$ cat src/rtl/core/sbp_pkg.sv
// Shared types and constants for the Stern-Brocot path core.
// No dependencies; used by the core and its checker.
package sbp_pkg;

   localparam int MAX_RESULTS = 64;
   localparam int ITEM_CNT_W  = $clog2(MAX_RESULTS);

   typedef struct packed {
      logic [31:0] numerator;
      logic [31:0] denominator;
   } sbp_req_type;

   typedef struct packed {
      logic        direction;
      logic [31:0] run_length;
      logic        last;
      logic        error;
   } sbp_rsp_type;

endpackage

$ cat src/rtl/core/sbp_divider.sv
// Restoring divider, one quotient bit per cycle.
// Standalone; used by stern_brocot_path_core.
module sbp_divider #(
   parameter int WIDTH = 32
) (
   input  logic             clock,
   input  logic             reset,
   input  logic             start,
   input  logic [WIDTH-1:0] dividend,
   input  logic [WIDTH-1:0] divisor,
   output logic             done,
   output logic [WIDTH-1:0] quotient,
   output logic [WIDTH-1:0] remainder
);
   localparam int CW = $clog2(WIDTH + 1);

   logic             busy_ff, busy_in;
   logic             done_ff, done_in;
   logic [CW-1:0]    cnt_ff, cnt_in;
   logic [WIDTH-1:0] quo_ff, quo_in;
   logic [WIDTH-1:0] rem_ff, rem_in;
   logic [WIDTH-1:0] dvs_ff, dvs_in;

   logic [WIDTH:0]   trial;
   logic [WIDTH:0]   diff;
   logic             fits;

   // partial remainder stays below the divisor, so the shifted trial needs one extra bit
   assign trial = {rem_ff, quo_ff[WIDTH-1]};
   assign diff  = trial - {1'b0, dvs_ff};
   assign fits  = trial >= {1'b0, dvs_ff};

   always_comb begin
      busy_in = busy_ff;
      done_in = 1'b0;
      cnt_in  = cnt_ff;
      quo_in  = quo_ff;
      rem_in  = rem_ff;
      dvs_in  = dvs_ff;
      if (start) begin
         busy_in = 1'b1;
         cnt_in  = CW'(WIDTH);
         quo_in  = dividend;
         rem_in  = '0;
         dvs_in  = divisor;
      end else if (busy_ff) begin
         rem_in = fits ? diff[WIDTH-1:0] : trial[WIDTH-1:0];
         quo_in = {quo_ff[WIDTH-2:0], fits};
         cnt_in = cnt_ff - CW'(1);
         if (cnt_ff == CW'(1)) begin
            busy_in = 1'b0;
            done_in = 1'b1;
         end
      end
   end

   always_ff @(posedge clock) begin
      if (reset) begin
         busy_ff <= 1'b0;
         done_ff <= 1'b0;
         cnt_ff  <= '0;
      end else begin
         busy_ff <= busy_in;
         done_ff <= done_in;
         cnt_ff  <= cnt_in;
      end
      quo_ff <= quo_in;
      rem_ff <= rem_in;
      dvs_ff <= dvs_in;
   end

   assign done      = done_ff;
   assign quotient  = quo_ff;
   assign remainder = rem_ff;

endmodule

$ cat src/rtl/core/stern_brocot_path_core.sv
// Stern-Brocot path encoder: fraction in, run-length path items out.
// Depends on sbp_pkg and sbp_divider.
//
//   channel   ports                       handshake
//   request   start, busy, req_data       taken when start && !busy
//   response  rsp_valid, rsp_data         one-cycle strobe, never stalled
//
// Each run passes through a setup state, then the shared divider resolves one
// quotient bit per cycle and hands the result back. A zero operand or equal
// operands are answered straight from the setup state. busy drops as the last
// item shows.
// Reset is synchronous and returns the core to idle at once.
module stern_brocot_path_core #(
   parameter int OPERAND_WIDTH = 32
) (
   input  logic                 clock,
   input  logic                 reset,
   input  logic                 start,
   output logic                 busy,
   input  sbp_pkg::sbp_req_type req_data,
   output logic                 rsp_valid,
   output sbp_pkg::sbp_rsp_type rsp_data
);
   import sbp_pkg::*;

   localparam int W = OPERAND_WIDTH;

   localparam logic [1:0] ST_IDLE   = 2'd0;
   localparam logic [1:0] ST_SETUP  = 2'd1;
   localparam logic [1:0] ST_DIVIDE = 2'd2;

   logic [1:0]            state_ff, state_in;
   logic [W-1:0]          num_ff, num_in;
   logic [W-1:0]          den_ff, den_in;
   logic                  dir_ff, dir_in;
   logic [ITEM_CNT_W-1:0] cnt_ff, cnt_in;
   logic                  rsp_valid_ff, rsp_valid_in;
   sbp_rsp_type           rsp_data_ff, rsp_data_in;

   logic                  div_start;
   logic [W-1:0]          div_dividend;
   logic [W-1:0]          div_divisor;
   logic                  div_done;
   logic [W-1:0]          div_quotient;
   logic [W-1:0]          div_remainder;
   logic [W-1:0]          rem_plus;
   logic                  fin;

   sbp_divider #(
      .WIDTH(W)
   ) u_divider (
      .clock    (clock),
      .reset    (reset),
      .start    (div_start),
      .dividend (div_dividend),
      .divisor  (div_divisor),
      .done     (div_done),
      .quotient (div_quotient),
      .remainder(div_remainder)
   );

   // new larger value is remainder + 1; path ends once both sides meet or the item count reaches MAX_RESULTS
   assign rem_plus = div_remainder + W'(1);
   assign fin = (dir_ff ? (rem_plus == den_ff) : (rem_plus == num_ff)) ||
                (cnt_ff == ITEM_CNT_W'(MAX_RESULTS - 1));

   always_comb begin
      state_in     = state_ff;
      num_in       = num_ff;
      den_in       = den_ff;
      dir_in       = dir_ff;
      cnt_in       = cnt_ff;
      rsp_valid_in = 1'b0;
      rsp_data_in  = rsp_data_ff;
      div_start    = 1'b0;
      div_dividend = '0;
      div_divisor  = '0;
      unique case (state_ff)
         ST_IDLE: begin
            if (start) begin
               num_in   = req_data.numerator[W-1:0];
               den_in   = req_data.denominator[W-1:0];
               cnt_in   = '0;
               state_in = ST_SETUP;
            end
         end
         ST_SETUP: begin
            if (num_ff == '0 || den_ff == '0 || num_ff == den_ff) begin
               rsp_valid_in           = 1'b1;
               rsp_data_in.direction  = 1'b0;
               rsp_data_in.run_length = '0;
               rsp_data_in.last       = 1'b1;
               rsp_data_in.error      = (num_ff == '0) || (den_ff == '0);
               state_in               = ST_IDLE;
            end else begin
               dir_in    = num_ff > den_ff;
               div_start = 1'b1;
               if (num_ff > den_ff) begin
                  div_dividend = num_ff - W'(1);
                  div_divisor  = den_ff;
               end else begin
                  div_dividend = den_ff - W'(1);
                  div_divisor  = num_ff;
               end
               state_in = ST_DIVIDE;
            end
         end
         ST_DIVIDE: begin
            if (div_done) begin
               rsp_valid_in           = 1'b1;
               rsp_data_in.direction  = dir_ff;
               rsp_data_in.run_length = 32'(div_quotient);
               rsp_data_in.last       = fin;
               rsp_data_in.error      = 1'b0;
               if (dir_ff) begin
                  num_in = rem_plus;
               end else begin
                  den_in = rem_plus;
               end
               cnt_in   = cnt_ff + ITEM_CNT_W'(1);
               state_in = fin ? ST_IDLE : ST_SETUP;
            end
         end
         default: begin
            state_in = ST_IDLE;
         end
      endcase
   end

   always_ff @(posedge clock) begin
      if (reset) begin
         state_ff     <= ST_IDLE;
         cnt_ff       <= '0;
         rsp_valid_ff <= 1'b0;
      end else begin
         state_ff     <= state_in;
         cnt_ff       <= cnt_in;
         rsp_valid_ff <= rsp_valid_in;
      end
      num_ff      <= num_in;
      den_ff      <= den_in;
      dir_ff      <= dir_in;
      rsp_data_ff <= rsp_data_in;
   end

   assign busy      = state_ff != ST_IDLE;
   assign rsp_valid = rsp_valid_ff;
   assign rsp_data  = rsp_data_ff;

endmodule

$ cat config.mk
export PLATFORM = sky130hd
export DESIGN_NAME = stern_brocot_path_core
export DESIGN_NICKNAME = d
export VERILOG_FILES = /design/src/rtl/core/sbp_pkg.sv /design/src/rtl/core/sbp_divider.sv /design/src/rtl/core/stern_brocot_path_core.sv
export SDC_FILE = /design/constraint.sdc
export NUM_CORES = 1
export LEC_CHECK = 0
export ABC_AREA = 0
export BUFFER_PORTS_ARGS = -buffer_cell sky130_fd_sc_hd__buf_4
export CAP_MARGIN = 20
export CORE_ASPECT_RATIO = 1.1
export CORE_MARGIN = 8
export CORE_UTILIZATION = 30
export CTS_BUF_LIST = sky130_fd_sc_hd__clkbuf_16
export DETAILED_ROUTE_END_ITERATION = 6
export SLEW_MARGIN = 20
export SYNTH_ARGS = -nofsm -noshare
export SYNTH_HDL_FRONTEND = slang
export SYNTH_HIERARCHICAL = 1
export SYNTH_SLANG_ARGS = --single-unit
$ cat constraint.sdc
create_clock -name clock -period 7 [get_ports clock]
set_input_delay 0.35 -clock clock [delete_from_list [all_inputs] [get_ports clock]]
set_output_delay 0.35 -clock clock [all_outputs]
set_load 0.02 [all_outputs]
==> impl_metrics.csv, run 1 <==
group,metric,value,unit
status,status,"finished clean",
floorplanning,io_pins,104,
placement,hpwl,33.8,mm
grt,grt_max_degree,111,
finish,final_net_count,1770,
grt,grt-ovfl-total,0,
synthesis,synth_seq_area_share,0.395,
synthesis,synth-edff-count,164,
detailed_routing,wire_per_inst,19.3,um
synthesis,synth_seq_cells,213,
timing,clock_skew,0.0230,ns
power,powerDensity,536,mW/mm2
critical_path,crit_chain,"ha_1, a21o_1, a21o_1, a221oi_1, o21ai_0, o21ba_2, nor2_4, mux2i_1, ha_1, nand2b_1, or3b_2, or3_1, or2_2, nor3_1, nand3_1, xor2_1, a211oi_1, mux2_2",
detailed_routing,wl,44.6,mm
synthesis,yosys_warnings,6,
timing,period_share,0.797,
critical_path,cp_slowest_cell,"a221oi_1",
critical_path,path_buf_inv,0,
cts,clkTransAtPathRegs,0.06,ns
critical_path,reg2reg_setup_slack,1.42,ns
floorplanning,fp.dieArea,0.0572,mm2
detailed_routing,firstDrtPassIters,5,
critical_path,crit_arrival,5.88,ns
finish,antennaDiodeCount,0,
synthesis,syn_inst,1569,
timing,slew_violations,0,
timing,setup_viol_count_final,0,
critical_path,required,7.30,ns
power,leakagePower,6.44,nW
floorplanning,core-area,0.0497,mm2
detailed_routing,antenna_left,0,
critical_path,crit_path_start_kind,"register",
critical_path,critical-path-top-delay-family,"simple AND/OR/NAND/NOR gates",
job,maxCapViolCount,0,
finish,drive_above_1_share,0.153,
timing,fmax,179,MHz
floorplanning,die_w,229,um
detailed_routing,vias,12100,
power,ir_worst_vdd,371,uV
timing,worstMarginPinSlew,1.01,ns
critical_path,critical_path_class,"reg -> reg",
timing,fin_ws,1.42,ns
cts,clk_latency,0.55,ns
grt,first_global_vias,11700,
cts,cts_tree,"done",
synthesis,syn_avg_cell_area,9.53,um2
placement,dp_cells,2260,
synthesis,netlist_area,0.0150,mm2
placement,pre_cts_ws,1.53,ns
cts,clock-sinks,213,
timing,finalCriticalPeriod,5.58,ns
synthesis,synthTopCellsByArea,"edfxtp_1 33%, dfxtp_1 6.6%, ha_1 6.1%, xnor2_1 5.2%, mux2i_1 4.5%",
critical_path,critPathMaxStageDelay,0.54,ns
floorplanning,start_util,0.301,
synthesis,syn-num-nets,1710,
grt,antenna_found_initial,1,
grt,gr-usage-all-layers,0.149,
detailed_routing,initialDrtViolationCount,894,
placement,gp_congestion,0.930,
cts,clk_path_buf_depth,3,
critical_path,crit_fanout,6,
cts,htree_levels,1,
timing,rsz0062_at_grt,"false",
detailed_routing,routed_via_density,5.24,
critical_path,crit_path_end_kind,"register",
finish,stdcell_count,2309,
hold_path,hold_class,"in -> reg",
cts,cts_hold_buf,0,
grt,grt_first_pass_wirelength,68.8,mm
synthesis,synth_top_area_cell,"edfxtp_1",
cts,cts_resized,0,
synthesis,synth_cell_types,83,
floorplanning,dieHeight,250,um
finish,nFillCells,5098,
finish,synthToLayoutAreaGrowth,14.9,%
timing,slew_headroom,0.327,
cts,cts-root-buf,"clkbuf_16",
timing,final_hold_viol_count,0,
placement,port-buffer-count,103,
synthesis,synth_flop_cell,"edfxtp_1",
synthesis,synth-async-reset-ratio,0,
detailed_routing,route.detailed.drc,0,
cts,cts_inserted_buffers,26,
floorplanning,fp-row-count,86,
synthesis,yosys.area.top_type_share,0.329,
cts,postCtsSetupBuffers,0,
timing,finalSetupTns,0,ns
Yosys cell counts, types with 3 or more instances:
master    instances
a211o_1           3
a211oi_1         33
a211oi_2         11
a21o_1           17
a21oi_1          81
a311oi_2         11
a31oi_1           7
and2_1           34
and3_1           14
and4_1            3
buf_1            16
buf_2            11
buf_4             3
buf_6             3
clkbuf_1         53
dfxtp_1          49
edfxtp_1        164
ha_1             73
inv_1            96
mux2_2           39
mux2i_1          67
nand2_1         113
nand2b_1         13
nand3_1          37
nand4_1          35
nor2_1          161
nor2b_1           3
nor3_1           50
nor3b_1           4
nor4_1           28
o211a_1           3
o211ai_1          5
o21a_1           58
o21ai_0          27
o21ai_1           5
o21bai_1          9
o31ai_1           8
or2_2             9
or3_1            17
or4_1             8
xnor2_1          89
xnor3_1           6
xor2_1           42
final timing paths:
path         depth (start not counted)                     end                 from
min reg2reg                          2     u_divider/cnt_ff[1]  u_divider/cnt_ff[1]
min                                  2     u_divider/cnt_ff[5]                reset
max                                 18  u_divider/quotient[28]           num_ff[29]
max reg2reg                         18  u_divider/quotient[28]           num_ff[29]
cell families (layout without fill, tap and decap cells):
| kind of cell | after synthesis | count (layout) | synth area share |
|---|---|---|---|
| and+or+nand+nor | 544 | 544 | 0.181 |
| AOI/OAI and AO/OA | 311 | 311 | 0.152 |
| DFF | 213 | 213 | 0.395 |
| buffers and inverters | 184 | 264 | 0.0495 |
| xor gates and xnor gates | 137 | 137 | 0.0858 |
| muxes | 106 | 106 | 0.0742 |
| adders and majority gates | 74 | 74 | 0.0624 |
registers in the layout, indices dropped and copies added, names as in the netlist:
signal and flops:
rsp_data 35, u_divider/done 1, den_ff 32, u_divider/busy_ff 1
u_divider/remainder 32, u_divider/dvs_ff 32, state_ff 2, cnt_ff 6
u_divider/quotient 32, u_divider/cnt_ff 6, rsp_valid 1, num_ff 32
dir_ff 1
worst register-to-register path, stage by stage, from the launching register on:
cell and delay (ns):
edfxtp_1 0.46, ha_1 0.34, a21o_1 0.18, a21o_1 0.17, a221oi_1 0.54, o21ai_0 0.32, o21ba_2 0.38, nor2_4 0.08
mux2i_1 0.22, ha_1 0.24, nand2b_1 0.10, or3b_2 0.53, or3_1 0.42, or2_2 0.32, nor3_1 0.36, nand3_1 0.15
xor2_1 0.15, a211oi_1 0.08, mux2_2 0.29
metrics by stage:
step	power [mW]	hold slack, ns	utilization	cell area, um2
global route	9.83	0.0457	0.345	17200
detailed placement	7.88	0.489	0.329	16300
finish	9.20	0.0615	0.345	17200
floorplan	6.42	0.419	-	15000
global placement	7.82	0.473	0.329	16300
CTS	9.21	0.0352	0.345	17200
layout make-up:
cell class,count,area (um2),share of cell area
tap,660,826,0.0481
clock buffer,26,651,0.0379
sequential,213,5910,0.344
inverter,97,367,0.0213
clock inverter,22,159,0.00925
timing repair buffer,119,903,0.0526
multi-input combinational,1172,8360,0.487
layer usage:
layer  vias to the layer above  GRT usage  part of all wire
met2                       379      0.248              0.47
met1                      5845      0.200              0.45
li1                       5798          -                 -
met5                         -          0                 0
met4                         0     0.0374             0.027
met3                        82     0.0238             0.058
where the power goes:
group          total (mW)  internal [mW]  switching [mW]
Clock                1.29          0.746           0.544
Combinational        5.06           2.02            3.03
Sequential           2.85           2.16           0.697
Total                9.20           4.93            4.28
layout by cell type (no fill, tap or decap), types with 36 or more instances in the layout:
cell type / n
nand3_1: 36
inv_1: 103
ha_1: 72
dfxtp_1: 48
mux2i_1: 67
nand2_1: 113
o21a_1: 58
a21oi_1: 80
mux2_2: 39
nor3_1: 49
xnor2_1: 89
xor2_1: 42
edfxtp_1: 164
buf_4: 117
nor2_1: 159
(Power assumes the default switching activity.)
==> run 2: changes to the inputs <==
--- a/config.mk
+++ b/config.mk
@@ -5,7 +5,7 @@
 export SDC_FILE = /design/constraint.sdc
 export NUM_CORES = 1
 export LEC_CHECK = 0
-export ABC_AREA = 0
+export ABC_AREA = 1
 export BUFFER_PORTS_ARGS = -buffer_cell sky130_fd_sc_hd__buf_4
 export CAP_MARGIN = 20
 export CORE_ASPECT_RATIO = 1.1
==> constraint.sdc (replaced) <==
create_clock -name clock -period 5.5 [get_ports clock]
set_input_delay 0.275 -clock clock [delete_from_list [all_inputs] [get_ports clock]]
set_output_delay 0.275 -clock clock [all_outputs]
set_load 0.02 [all_outputs]
==> run 2 against run 1 <==
Against the previous run:
- count of clock-buffer cells in the layout did not move
- power is 33% higher
- sequential cell count is the same
- clock skew down 0.0068 ns
- critical endpoint is now u_divider/quotient[30]
- clock power grew 21%
- register-to-register slack lost 0.13 ns
- global-route usage is 1.8 points higher
- sequential power rose by 17%
- largest power group unchanged
- worst setup slack got worse by 0.13 ns
- highest routed layer unchanged
- final area is 8.9% higher
- sequential share of layout area is 2.8 points lower
- combinational power rose by 45%
==> impl_metrics.csv, run 2 <==
group,metric,value,unit
grt,antenna_found_initial,0,
synthesis,yosys_warnings,6,
timing,slew_violations,0,
timing,rsz0062_at_grt,"false",
cts,cts_inserted_buffers,24,
critical_path,crit_path_start_kind,"register",
grt,grt_first_pass_wirelength,83.2,mm
synthesis,syn-num-nets,2616,
finish,synthToLayoutAreaGrowth,13.8,%
detailed_routing,route.detailed.drc,0,
timing,period_share,0.765,
timing,fin_ws,1.30,ns
timing,setup_viol_count_final,0,
floorplanning,dieHeight,261,um
critical_path,crit_arrival,4.49,ns
critical_path,crit_path_end_kind,"register",
critical_path,path_common_cell,"nand2_1",
synthesis,synth_seq_cells,213,
synthesis,yosys.cell_count.top_type,"nand2_1",
placement,pre_cts_ws,1.41,ns
hold_path,hold_start,"req_data[28]",
hold_path,hold_path_end,"den_ff[28]",
hold_path,hold_class,"in -> reg",
critical_path,reg2reg_setup_slack,1.30,ns
cts,clk_path_buf_depth,3,
power,ir_worst_vdd,304,uV
placement,port-buffer-count,103,
finish,final_common_cell,"nand2_1",
critical_path,reg2reg_depth,22,
cts,clkTransAtPathRegs,0.07,ns
synthesis,synthTopCellsByArea,"edfxtp_1 30%, nand2_1 23%, inv_1 8.1%, dfxtp_1 6.0%, ha_1 5.6%",
timing,slew_headroom,0.318,
detailed_routing,routed_via_density,4.78,
cts,htree_levels,1,
status,status,"finished clean",
detailed_routing,wl,53.3,mm
critical_path,required,5.78,ns
detailed_routing,vias,15800,
grt,grt_max_degree,73,
synthesis,synth-edff-count,164,
finish,drive_above_1_share,0.0857,
power,seqPwrFrac,0.273,
hold_path,worstHoldPathCells,3,
finish,final_net_count,2689,
critical_path,reg2reg_from,"den_ff[25]",
placement,gp_congestion,0.933,
critical_path,crit_chain,"inv_1, ha_1, nand2_1, nor2_1, nand2_1, nor4_4, nand2_2, nand2_4, nand2_4, nand2_1, o21ai_1, inv_1, ha_1, nand2_1, nor2_2, nand2_1, nor2_1, nand3_1, nor2_1, nor2_1, nand2_1, nand2_1",
floorplanning,start_util,0.302,
synthesis,syn_avg_cell_area,6.64,um2
detailed_routing,firstDrtPassIters,6,
synthesis,synth-async-reset-ratio,0,
synthesis,netlist_top_cells_count,"986 x nand2_1, 353 x inv_1, 190 x nor2_1",
timing,final_hold_viol_count,0,
timing,worstMarginPinSlew,1.02,ns
detailed_routing,antenna_left,0,
grt,gr-usage-all-layers,0.166,
critical_path,critical_path_class,"reg -> reg",
critical_path,critPathMaxStageDelay,0.49,ns
placement,hpwl,42.1,mm
floorplanning,io_pins,104,
timing,finalCriticalPeriod,4.20,ns
power,powerDensity,655,mW/mm2
floorplanning,core-area,0.0545,mm2
cts,cts_tree,"done",
floorplanning,die_w,239,um
timing,clock_skew,0.0162,ns
detailed_routing,wire_per_inst,16.1,um
grt,grt-ovfl-total,0,
cts,clock-sinks,213,
power,power_switching_share,0.519,
power,leakagePower,9.22,nW
power,clkPwrFrac,0.127,
finish,nFillCells,6016,
synthesis,yosys.area.top_type_share,0.300,
floorplanning,fp-row-count,90,
grt,first_global_vias,14800,
synthesis,synth_flop_cell,"edfxtp_1",
cts,cts-root-buf,"clkbuf_16",
detailed_routing,initialDrtViolationCount,1400,
synthesis,synth_cell_types,43,
cts,cts_resized,0,
power,p_switching,6.36,mW
synthesis,netlist_area,0.0164,mm2
power,p_int,5.88,mW
synthesis,synth_seq_area_share,0.359,
critical_path,cp_slowest_cell,"edfxtp_1",
power,comb_power_share,0.600,
critical_path,crit_fanout,52,
synthesis,syn_inst,2475,
timing,finalSetupTns,0,ns
finish,largest_register_ffs,35,
cts,clk_latency,0.53,ns
synthesis,synth_top_area_cell,"edfxtp_1",
power,p_total,12.2,mW
finish,layout_common_cells,"986 x nand2_1, 358 x inv_1, 186 x nor2_1",
finish,antennaDiodeCount,0,
job,maxCapViolCount,0,
timing,fmax,238,MHz
critical_path,reg2reg_to,"u_divider/quotient[30]",
floorplanning,fp.dieArea,0.0625,mm2
## run 2: cell count changes in the layout (fill, tap and decap cells not counted), moves of 28 or more
cell | previous run | this run
a211oi_1 | 33 | 2
and2_1 | 34 | 3
inv_1 | 103 | 358
mux2_2 | 39 | 0
mux2i_1 | 67 | 0
nand2_1 | 113 | 986
nand3_1 | 36 | 179
nand3b_1 | 2 | 35
nor3_1 | 49 | 20
o21a_1 | 58 | 6
o21ai_0 | 27 | 79
xnor2_1 | 89 | 20
xor2_1 | 42 | 14
## run 2: worst max-delay path by stage
stage	start	to	cells past startpoint
CTS	den_ff[25]	u_divider/quotient[30]	21
finish	den_ff[25]	u_divider/quotient[30]	22
detailed placement	den_ff[25]	u_divider/quotient[30]	21
global placement	num_ff[7]	rsp_data[2]	7
global route	den_ff[25]	u_divider/quotient[30]	22
floorplan	den_ff[31]	u_divider/quotient[0]	17
## run 2: critical path, delay by kind of cell (launching register included)
kind / cells / cell delay, ns
flip-flops: 1 / 0.49
AO/OA/AOI/OAI: 1 / 0.14
buffers and inverters: 2 / 0.21
AND/OR/NAND/NOR: 17 / 2.61
adder cells (fa/ha/maj): 2 / 0.50
## run 2: cell families (layout without fill, tap and decap cells)
logic type	count (synthesis)	in the layout	share of synthesized area
AOI/OAI and AO/OA	209	209	0.0664
xor gates and xnor gates	36	36	0.0209
adders and majority gates	74	74	0.0568
buffers and inverters	430	521	0.104
DFF	213	213	0.359
and+or+nand+nor	1513	1513	0.392
## run 2: power by group through the flow
| stage | Clock [mW] | Combinational [mW] | Sequential, mW |
|---|---|---|---|
| floorplan | 0 | 5.33 | 3.27 |
| global placement | 0 | 7.23 | 3.36 |
| detailed placement | 0 | 7.28 | 3.36 |
| CTS | 1.59 | 7.31 | 3.34 |
| global route | 1.65 | 8.26 | 3.43 |
| finish | 1.56 | 7.34 | 3.34 |
## run 2: what timing repair did
action,4_1_cts,5_1_grt
hold endpoints to repair,5,0
hold buffers,1,0
buffers inserted,0,0
setup endpoints to repair,0,0
## run 2: through the flow
stage,std cells,area (um2),hold WS [ns],utilization
floorplan,2475,16400,0.344,-
global placement,3255,17900,0.480,0.328
detailed placement,3256,17900,0.482,0.329
CTS,3301,18700,0.0104,0.343
global route,3302,18700,0.0240,0.343
finish,3302,18700,0.0199,0.343
## run 2: layout make-up
cell class | instances | area, um2 | area share
Clock buffer | 26 | 651 | 0.0348
Clock inverter | 18 | 100 | 0.00535
Inverter | 360 | 1350 | 0.0724
Multi-Input combinational cell | 1832 | 8840 | 0.473
Sequential cell | 213 | 5910 | 0.316
Tap cell | 736 | 921 | 0.0492
Timing Repair Buffer | 117 | 926 | 0.0495
## run 2: layer usage
layer | track usage | share of wire
met1 | 0.232 | 0.45
met2 | 0.271 | 0.45
met3 | 0.0182 | 0.072
met4 | 0.0456 | 0.028
met5 | 0 | 0
